--- src/sv/milne_predictor_corrector_step_macros.svh ---
// Assertion macros for the Milne step engine.
// Included by the modules that carry checks; expects clk and rst_n in scope.
`ifndef MILNE_PREDICTOR_CORRECTOR_STEP_MACROS_SVH
`define MILNE_PREDICTOR_CORRECTOR_STEP_MACROS_SVH
`ifndef SYNTHESIS
`define MPCS_ASSERT_NOW(lbl, ante, cons) \
  lbl: assert property (@(posedge clk) disable iff (!rst_n) (ante) |-> (cons)) \
    else $error("mpcs check failed");
`define MPCS_ASSERT_NEXT(lbl, ante, cons) \
  lbl: assert property (@(posedge clk) disable iff (!rst_n) (ante) |=> (cons)) \
    else $error("mpcs check failed");
`else
`define MPCS_ASSERT_NOW(lbl, ante, cons)
`define MPCS_ASSERT_NEXT(lbl, ante, cons)
`endif
`endif

--- src/sv/mpcs_pkg.sv ---
// Shared constants, command codes and types of the Milne step engine.
// No dependencies; used by the controller, the datapath and the top level.
package mpcs_pkg;

  localparam int FRAC_BITS  = 16;
  localparam int XW         = 32;
  localparam int SUM_W      = 36;   // slope sums stay below 2^35 in magnitude
  localparam int PROD_W     = 64;
  // h*sum < 2^66; after the scaling shift the quotient input fits in QW bits
  localparam int QW         = ((66 - (FRAC_BITS - 2) + 7) / 8) * 8;
  localparam int ACC_W      = FRAC_BITS + QW;
  localparam int SAT_W      = QW + 4;
  localparam int DIV_DIGITS = 8;
  localparam int DIV_STEPS  = QW / DIV_DIGITS;
  localparam int DIV_CNT_W  = $clog2(DIV_STEPS);
  localparam int STATUS_W   = 2;
  localparam int LIMIT_W    = 16;
  localparam int PTS_W      = 3;
  localparam int CFG_IDX_W  = 1;
  localparam int CFG_DATA_W = 32;
  localparam int IN_DATA_W  = 2 * XW;
  localparam int OUT_DATA_W = 3 * XW;
  localparam int OP_W       = 4;

  localparam logic [PTS_W-1:0] PTS_FULL = PTS_W'(4);

  localparam logic signed [XW-1:0] STEP_SIZE_RST  = XW'(1) <<< FRAC_BITS;
  localparam logic [LIMIT_W-1:0]   STEP_LIMIT_RST = LIMIT_W'(16);
  localparam logic signed [XW-1:0] Q_MAX = 32'sh7fff_ffff;
  localparam logic signed [XW-1:0] Q_MIN = 32'sh8000_0000;

  localparam logic [CFG_IDX_W-1:0] CFG_STEP_SIZE  = 1'b0;
  localparam logic [CFG_IDX_W-1:0] CFG_STEP_LIMIT = 1'b1;

  localparam logic [STATUS_W-1:0] STATUS_OK         = 2'd0;
  localparam logic [STATUS_W-1:0] STATUS_NOT_LOADED = 2'd1;
  localparam logic [STATUS_W-1:0] STATUS_LIMIT      = 2'd2;

  // datapath operations
  localparam logic [OP_W-1:0] OP_NONE        = 4'd0;
  localparam logic [OP_W-1:0] OP_CAPTURE     = 4'd1;
  localparam logic [OP_W-1:0] OP_SQ_LOAD     = 4'd2;
  localparam logic [OP_W-1:0] OP_LOAD_COMMIT = 4'd3;
  localparam logic [OP_W-1:0] OP_PSUM        = 4'd4;
  localparam logic [OP_W-1:0] OP_MUL_LO      = 4'd5;
  localparam logic [OP_W-1:0] OP_MUL_HI      = 4'd6;
  localparam logic [OP_W-1:0] OP_ACC         = 4'd7;
  localparam logic [OP_W-1:0] OP_DIV_STEP    = 4'd8;
  localparam logic [OP_W-1:0] OP_PRED        = 4'd9;
  localparam logic [OP_W-1:0] OP_SQ_STEP     = 4'd10;
  localparam logic [OP_W-1:0] OP_SLOPE_STEP  = 4'd11;
  localparam logic [OP_W-1:0] OP_CSUM        = 4'd12;
  localparam logic [OP_W-1:0] OP_COMMIT      = 4'd13;
  localparam logic [OP_W-1:0] OP_OUT_ERR     = 4'd14;

  typedef struct packed {
    logic [OP_W-1:0] op;
    logic            corr_phase;  // 0: predictor pass, 1: corrector pass
  } mpcs_cmd_t;

endpackage

--- src/sv/mpcs_ctrl.sv ---
// Sequencer of the Milne step engine: walks the datapath through load and
// step operations and owns the result valid flag. Uses mpcs_pkg and the macros.
`include "milne_predictor_corrector_step_macros.svh"
module mpcs_ctrl
  import mpcs_pkg::*;
(
  input  logic                clk,
  input  logic                rst_n,
  input  logic                in_tvalid,
  output logic                in_tready,
  input  logic                in_req,
  input  logic                out_tready,
  output logic                out_tvalid,
  input  logic [STATUS_W-1:0] chk,
  output mpcs_cmd_t           cmd
);

  localparam int SW = 4;
  localparam logic [SW-1:0] S_IDLE     = 4'd0;
  localparam logic [SW-1:0] S_LD_SQ    = 4'd1;
  localparam logic [SW-1:0] S_LD_SLOPE = 4'd2;
  localparam logic [SW-1:0] S_PSUM     = 4'd3;
  localparam logic [SW-1:0] S_MUL_LO   = 4'd4;
  localparam logic [SW-1:0] S_MUL_HI   = 4'd5;
  localparam logic [SW-1:0] S_ACC      = 4'd6;
  localparam logic [SW-1:0] S_DIV      = 4'd7;
  localparam logic [SW-1:0] S_PRED     = 4'd8;
  localparam logic [SW-1:0] S_SQ       = 4'd9;
  localparam logic [SW-1:0] S_SLOPE    = 4'd10;
  localparam logic [SW-1:0] S_CSUM     = 4'd11;
  localparam logic [SW-1:0] S_CORR     = 4'd12;
  localparam logic [SW-1:0] S_ERR      = 4'd13;

  logic [SW-1:0]        state_r, state_nxt;
  logic                 phase_r, phase_nxt;
  logic [DIV_CNT_W-1:0] cnt_r, cnt_nxt;
  logic                 out_valid_r, out_valid_nxt;
  logic                 out_free;
  logic [OP_W-1:0]      op;

  assign out_free = !out_valid_r || out_tready;

  always_comb begin
    state_nxt     = state_r;
    phase_nxt     = phase_r;
    cnt_nxt       = cnt_r;
    out_valid_nxt = out_valid_r && !out_tready;
    op            = OP_NONE;
    case (state_r)
      S_IDLE: begin
        if (in_tvalid) begin
          op = OP_CAPTURE;
          if (!in_req) state_nxt = S_LD_SQ;
          else if (chk != STATUS_OK) state_nxt = S_ERR;
          else state_nxt = S_PSUM;
        end
      end
      S_LD_SQ: begin
        op        = OP_SQ_LOAD;
        state_nxt = S_LD_SLOPE;
      end
      S_LD_SLOPE: begin
        op        = OP_LOAD_COMMIT;
        state_nxt = S_IDLE;
      end
      S_PSUM: begin
        op        = OP_PSUM;
        phase_nxt = 1'b0;
        state_nxt = S_MUL_LO;
      end
      S_MUL_LO: begin
        op        = OP_MUL_LO;
        state_nxt = S_MUL_HI;
      end
      S_MUL_HI: begin
        op        = OP_MUL_HI;
        state_nxt = S_ACC;
      end
      S_ACC: begin
        op        = OP_ACC;
        cnt_nxt   = '0;
        state_nxt = S_DIV;
      end
      S_DIV: begin
        op      = OP_DIV_STEP;
        cnt_nxt = cnt_r + DIV_CNT_W'(1);
        if (cnt_r == DIV_CNT_W'(DIV_STEPS - 1)) state_nxt = phase_r ? S_CORR : S_PRED;
      end
      S_PRED: begin
        op        = OP_PRED;
        state_nxt = S_SQ;
      end
      S_SQ: begin
        op        = OP_SQ_STEP;
        state_nxt = S_SLOPE;
      end
      S_SLOPE: begin
        op        = OP_SLOPE_STEP;
        state_nxt = S_CSUM;
      end
      S_CSUM: begin
        op        = OP_CSUM;
        phase_nxt = 1'b1;
        state_nxt = S_MUL_LO;
      end
      S_CORR: begin
        if (out_free) begin
          op            = OP_COMMIT;
          out_valid_nxt = 1'b1;
          state_nxt     = S_IDLE;
        end
      end
      S_ERR: begin
        if (out_free) begin
          op            = OP_OUT_ERR;
          out_valid_nxt = 1'b1;
          state_nxt     = S_IDLE;
        end
      end
      default: state_nxt = S_IDLE;
    endcase
  end

  always_ff @(posedge clk) begin
    if (!rst_n) begin
      state_r     <= S_IDLE;
      phase_r     <= 1'b0;
      cnt_r       <= '0;
      out_valid_r <= 1'b0;
    end else begin
      state_r     <= state_nxt;
      phase_r     <= phase_nxt;
      cnt_r       <= cnt_nxt;
      out_valid_r <= out_valid_nxt;
    end
  end

  assign in_tready      = (state_r == S_IDLE);
  assign out_tvalid     = out_valid_r;
  assign cmd.op         = op;
  assign cmd.corr_phase = phase_r;

  `MPCS_ASSERT_NOW(a_no_overwrite, (op == OP_COMMIT) || (op == OP_OUT_ERR), !out_valid_r || out_tready)
  `MPCS_ASSERT_NEXT(a_step_busy, in_tvalid && in_tready && in_req, state_r != S_IDLE)
  `MPCS_ASSERT_NOW(a_div_count, state_r == S_DIV, cnt_r < DIV_CNT_W'(DIV_STEPS))
  `MPCS_ASSERT_NOW(a_pred_phase, (state_r == S_PRED) || (state_r == S_SQ), !phase_r)
  `MPCS_ASSERT_NEXT(a_result_set, (state_r == S_CORR) && out_free, out_valid_r)

endmodule

--- config.mk ---
export PLATFORM = sky130hd
export DESIGN_NAME = mpcs_ctrl
export DESIGN_NICKNAME = d
export VERILOG_FILES = /design/src/sv/mpcs_pkg.sv /design/src/sv/mpcs_ctrl.sv
export VERILOG_INCLUDE_DIRS = /design/src /design/src/sv
export SDC_FILE = /design/constraint.sdc
export NUM_CORES = 1
export LEC_CHECK = 0
export BUFFER_PORTS_ARGS = -buffer_cell sky130_fd_sc_hd__clkbuf_2
export CAP_MARGIN = 20
export CELL_PAD_IN_SITES_DETAIL_PLACEMENT = 0
export CELL_PAD_IN_SITES_GLOBAL_PLACEMENT = 2
export CORE_MARGIN = 5
export CORE_UTILIZATION = 28
export DETAILED_ROUTE_END_ITERATION = 10
export PLACE_DENSITY_LB_ADDON = 0.08
export SLEW_MARGIN = 5
export SYNTH_ARGS = -nofsm -noshare
export SYNTH_HDL_FRONTEND = slang
export SYNTH_SLANG_ARGS = --single-unit
--- constraint.sdc ---
create_clock -name clk -period 1.9 [get_ports clk]
set_input_delay 0.19 -clock clk [delete_from_list [all_inputs] [get_ports clk]]
set_output_delay 0.19 -clock clk [all_outputs]
set_load 0.005 [all_outputs]
* Word-level counts from Yosys, hierarchy flattened
Index checks and enable logic that the tools add are counted.
** Storage, ports and cells
- Memories :: 0
- Bits in read-only memories :: 0
- Output and inout port bits :: 7
- Latch bits :: 0
- RAM bits :: 0
- Register bits :: 9
- Logic and storage cells :: 48
- Bits of input ports :: 7
** Cells by class
- Bitwise operators :: 0
- Mux-type cells :: 15
- Reductions and logical operators :: 11
- Div/mod/pow operators :: 0
- Magnitude comparators :: 0
- Equality and inequality tests :: 17
- $mul :: 0
- $add $sub $neg :: 1
- Shifts and indexed selects :: 0
** Operators by type and width (count)
- $pmux 4 s14 :: 1
- $pmux 4 s11 :: 1
- $mux 4 :: 7
- $eq 4x4->1 const B :: 6
- $eq 4x3->1 const B :: 4
- $eq 4x2->1 const B :: 2
- $pmux 3 s2 :: 1
- $reduce_bool 2->1 :: 3
- $eq 4x1->1 const B :: 1
- $logic_not 4->1 :: 1
- $ne 2x2->1 const B :: 2
- $reduce_or 2->1 :: 2
- $add 3x1->3 const B :: 1
- $eq 3x3->1 const B :: 1
- $mux 1 :: 3
- $mux 3 :: 1
- $reduce_and 3->1 :: 1
- $logic_not 1->1 :: 2
- $ne 2x1->1 const B :: 1
- $pmux 1 s2 :: 1
- $logic_and 1x1->1 :: 1
- $logic_or 1x1->1 :: 1

* Depth between registers and ports, before layout
- Depth after elaboration :: 5
- Depth in mapped cells :: 6
- Depth with buffers taken out :: 5

* Worst setup path before layout
No wires, ideal clock.
- Path kind :: register to register
- From :: register state_r[0]
- To :: register state_r[2]
- Clock period less this slack :: 1.345 ns
- Buffers on the path :: 1
- Required time :: 1.804 ns
- Data arrival time :: 1.249 ns
- Setup time :: 0.096 ns
- Stages on the path, launching flop included :: 5
- Setup slack :: 0.555 ns
- Cell sequence :: dfxtp_1 -> buf_6 -> or3b_1 -> a22o_1 -> o41ai_2
** Between the ends
- Longest elaborated chain between the ends :: 4
- Elaborated cells on any way between the ends :: 20
- Those cells by class :: eq/ne (15); mux (1); reduce/logical (4)
** RTL lines
- start, declared :: RTL line mpcs_ctrl.sv:34 : logic [SW-1:0] state_r, state_nxt;
- start signal, assigned :: RTL line mpcs_ctrl.sv:131 : state_r <= state_nxt;
- $eq 4x4->1 :: RTL line mpcs_ctrl.sv:49 : case (state_r)
- $reduce_or 2->1 (no source line)
- $ne 2x1->1 (no source line)
- $reduce_and 3->1 (no source line)
Several ways; a longest one is shown, not always the timed one.
A chain may end at the register's enable or synchronous reset.

==> results.md <==
* Outcome: finished clean
* Crit start category: flip-flop
* Clock Sinks at 9
* HP Class: in -> reg
* Register-to-Register Path Depth at 4
* Crit path required time at around 1700 ps
* GPL Wtd Cong at 0.751
* Seq/Total Area, Yosys at 0.286
* Port Buffers at 13
* Die Y at between 50 and 60 um
* Cell Chain, Critical Path: or2_2 > o32ai_1 > nor2_1 > clkbuf_2
* Pre-CTS setup slack at just under 400 ps
* Pwr dens at 1310 nW/um^2
* Grt ovf at 0
* CP Max Fanout at 13
* Slowest CP cell: dfxtp_1
* Sequential cell area at 180 sq um
* Hold_sp: rst_n
* DPL Wire Length at 1210 um
* Share of layout cells above drive strength 1 at 0.229
* Initial core utilization at 0.290
* TritonCTS clock tree: yes
* DRT Pass-1 Iters at 4
* Worst hold stages at 2
* Clock buffer depth at 2
* Met3 wire length at 79 um
* Launch point of the worst reg-to-reg path: state_r[2]$_SDFFE_PN0P_
* Area Growth Syn to Fin at 18.1%
* Most frequent cells in the layout: clkbuf_2 (13), nor2_1 (11), o21ai_0 (9), dfxtp_1 (9), a21oi_1 (8)
* Crit Path Class: reg -> out
* GRT Total Usage at 0.108
* Routed WL at 1590 um
* Area leader, netlist: dfxtp_1
* Final period utilization at 0.867
* Wire per inst at 12.8 um
* Period minus WS final at 1650 ps
* Cells after Synth at just over 80
* Area contributors post-synth: dfxtp_1 (29%), o21ai_0 (7.2%), nor2_1 (6.6%), a21oi_1 (6.4%), ha_1 (4.0%)
* Post-CTS sizing at 0
* Most common cell after layout, fill and taps aside: clkbuf_2
* Area of the multi-input gates at 392 sq um
* Max Slew Vio Count at 0
* Setup-failing EPs final at 0
* WL met2 at roughly 680 um
* Total core area at 2170 sq um
* First-pass GRT wire length at 2820 um
* Largest net degree at the start of global routing at 14
* R2r endpoint: state_r[3]$_SDFFE_PN0P_
* Worst-Skew Late Latency at 260 ps
* Ports at 14
* Slew @ Worst Pin at 410 ps
* Top layer in use: met4
* Ant. Diodes at 0
* Mapped Area at between 600 and 700 sq um
* Fin worst setup slack at between 200 and 300 ps
* Post-route DRC at 0
* Unrepaired setup endpoints after global routing: no
* Net Count, Synth at 91
* Mean post-synth cell area at 7.68 sq um
* Leakage at approximately 0.33 nW
* Via count at ~600
* Fin. Hold Viols at 0
* Fin Setup TNS at 0 ps
* WL met1 at 808 um
* DRT iter0 DRCs at 10
* # Post-CTS Setup Buffers at 0
* Max Clock Freq at 0.607 GHz
* R2r setup slk at 360 ps
* Die ar. at 3300 sq um
* CTS Buf Count at 3
* Rows at 17
* Antenna violations before repair at 0
* Antenna-violating nets left at 0
* Clock skew at 0.989 ps
* Max_cap viols at 0
* Slew margin rel. at 0.724
* Clk slew on worst S/H paths at 60 ps
* Synth top area share at 0.286
* Crit-path max cell delay at around 420 ps
* Die width at 57.4 um
* Hold endpoint: out_tvalid$_SDFF_PN0_
* Fillers at 260
* Max IR drop VDD at 562 uV
* Number of global-route vias before repair at 600
* Synth warnings at 0
* Root buf cell: clkbuf_4
* Vias per std cell at 4.86
* Cell variety after synth at 32
* CP arrival at 1460 ps
* #FFs+latches synth at 9
* Number of H-tree levels at 1
* Hold buffers post-CTS at 0
* Nets at 106
* Crit. End Element: output port
kinds of logic (layout without fill, tap and decap cells):
group / after synthesis / after routing / synth area share
muxes: 1 / 1 / 0.0159
xor gates and xnor gates: 1 / 1 / 0.0139
AOI/OAI and AO/OA: 30 / 30 / 0.316
buffers and inverters: 11 / 25 / 0.0914
DFF: 9 / 9 / 0.286
and+or+nand+nor: 28 / 28 / 0.237
adders and majority gates: 2 / 2 / 0.0398
cell type report:
type,count,area share
well taps,28,0.0471
flip-flops and latches,9,0.242
clock buffers,4,0.0354
multi-input cells,62,0.527
inverters,4,0.0202
repair buffers,17,0.128
synth_stat cells:
library cell,count
a21boi_0,1
a21oi_1,8
a22o_1,2
a31oi_1,1
a32o_1,1
and3_1,1
buf_2,4
buf_4,1
buf_6,1
clkbuf_1,1
dfxtp_1,9
ha_1,2
inv_1,4
mux2i_1,1
nand2_1,3
nand3_1,1
nand3b_1,3
nand4b_1,1
nor2_1,11
nor2b_1,3
nor3_1,1
nor3b_1,2
o21a_1,1
o21ai_0,9
o21bai_1,2
o311a_1,1
o31ai_1,2
o32ai_1,1
o41ai_2,1
or2_2,1
or3b_1,1
xor2_1,1
where the power goes:
group / leakage, nW / switching (mW) / internal, mW
registers: 0.0732 / 0.0902 / 0.226
logic: 0.241 / 0.258 / 0.250
clock network: 0.0150 / 0.0671 / 0.0810
metrics by stage:
step	total power, mW	instances	hold WS, ps	area (sq um)	utilization
2_1_floorplan	0.670	82	308	629	-
6_report	0.972	124	214	743	0.343
3_5_place_dp	0.829	120	491	717	0.330
3_3_place_gp	0.849	120	483	717	0.330
5_1_grt	1.07	124	220	743	0.343
4_1_cts	0.985	124	209	743	0.343
state kept, by name, indices dropped and copies added, names as in the netlist:
signal and cells:
cnt_r 3, out_tvalid 1, phase_r 1, state_r 4
critical path: cells and delay by family (launching register included):
kind,cells,cell delay (ps)
buffers and inverters,1,110
DFF,1,420
and+or+nand+nor,2,430
AOI/OAI and AO/OA,1,230
how the worst max path moves through the flow:
stage                                 start  slack (ps)                       to
global placement    state_r[0]$_SDFFE_PN0P_         350  state_r[3]$_SDFFE_PN0P_
floorplan           state_r[0]$_SDFFE_PN0P_         560  state_r[2]$_SDFFE_PN0P_
global route        state_r[2]$_SDFFE_PN0P_         100  state_r[0]$_SDFFE_PN0P_
finish              state_r[2]$_SDFFE_PN0P_         250                   cmd[1]
CTS                 state_r[2]$_SDFFE_PN0P_         250                   cmd[1]
detailed placement  state_r[0]$_SDFFE_PN0P_         390  state_r[3]$_SDFFE_PN0P_
routing by layer:
layer  global-route usage  up-vias
met5                    0        -
met2                0.161       16
met1                0.145      262
li1                     -      321
met3               0.0181        4
met4               0.0596        0
Power figures use the tool's default switching activity.
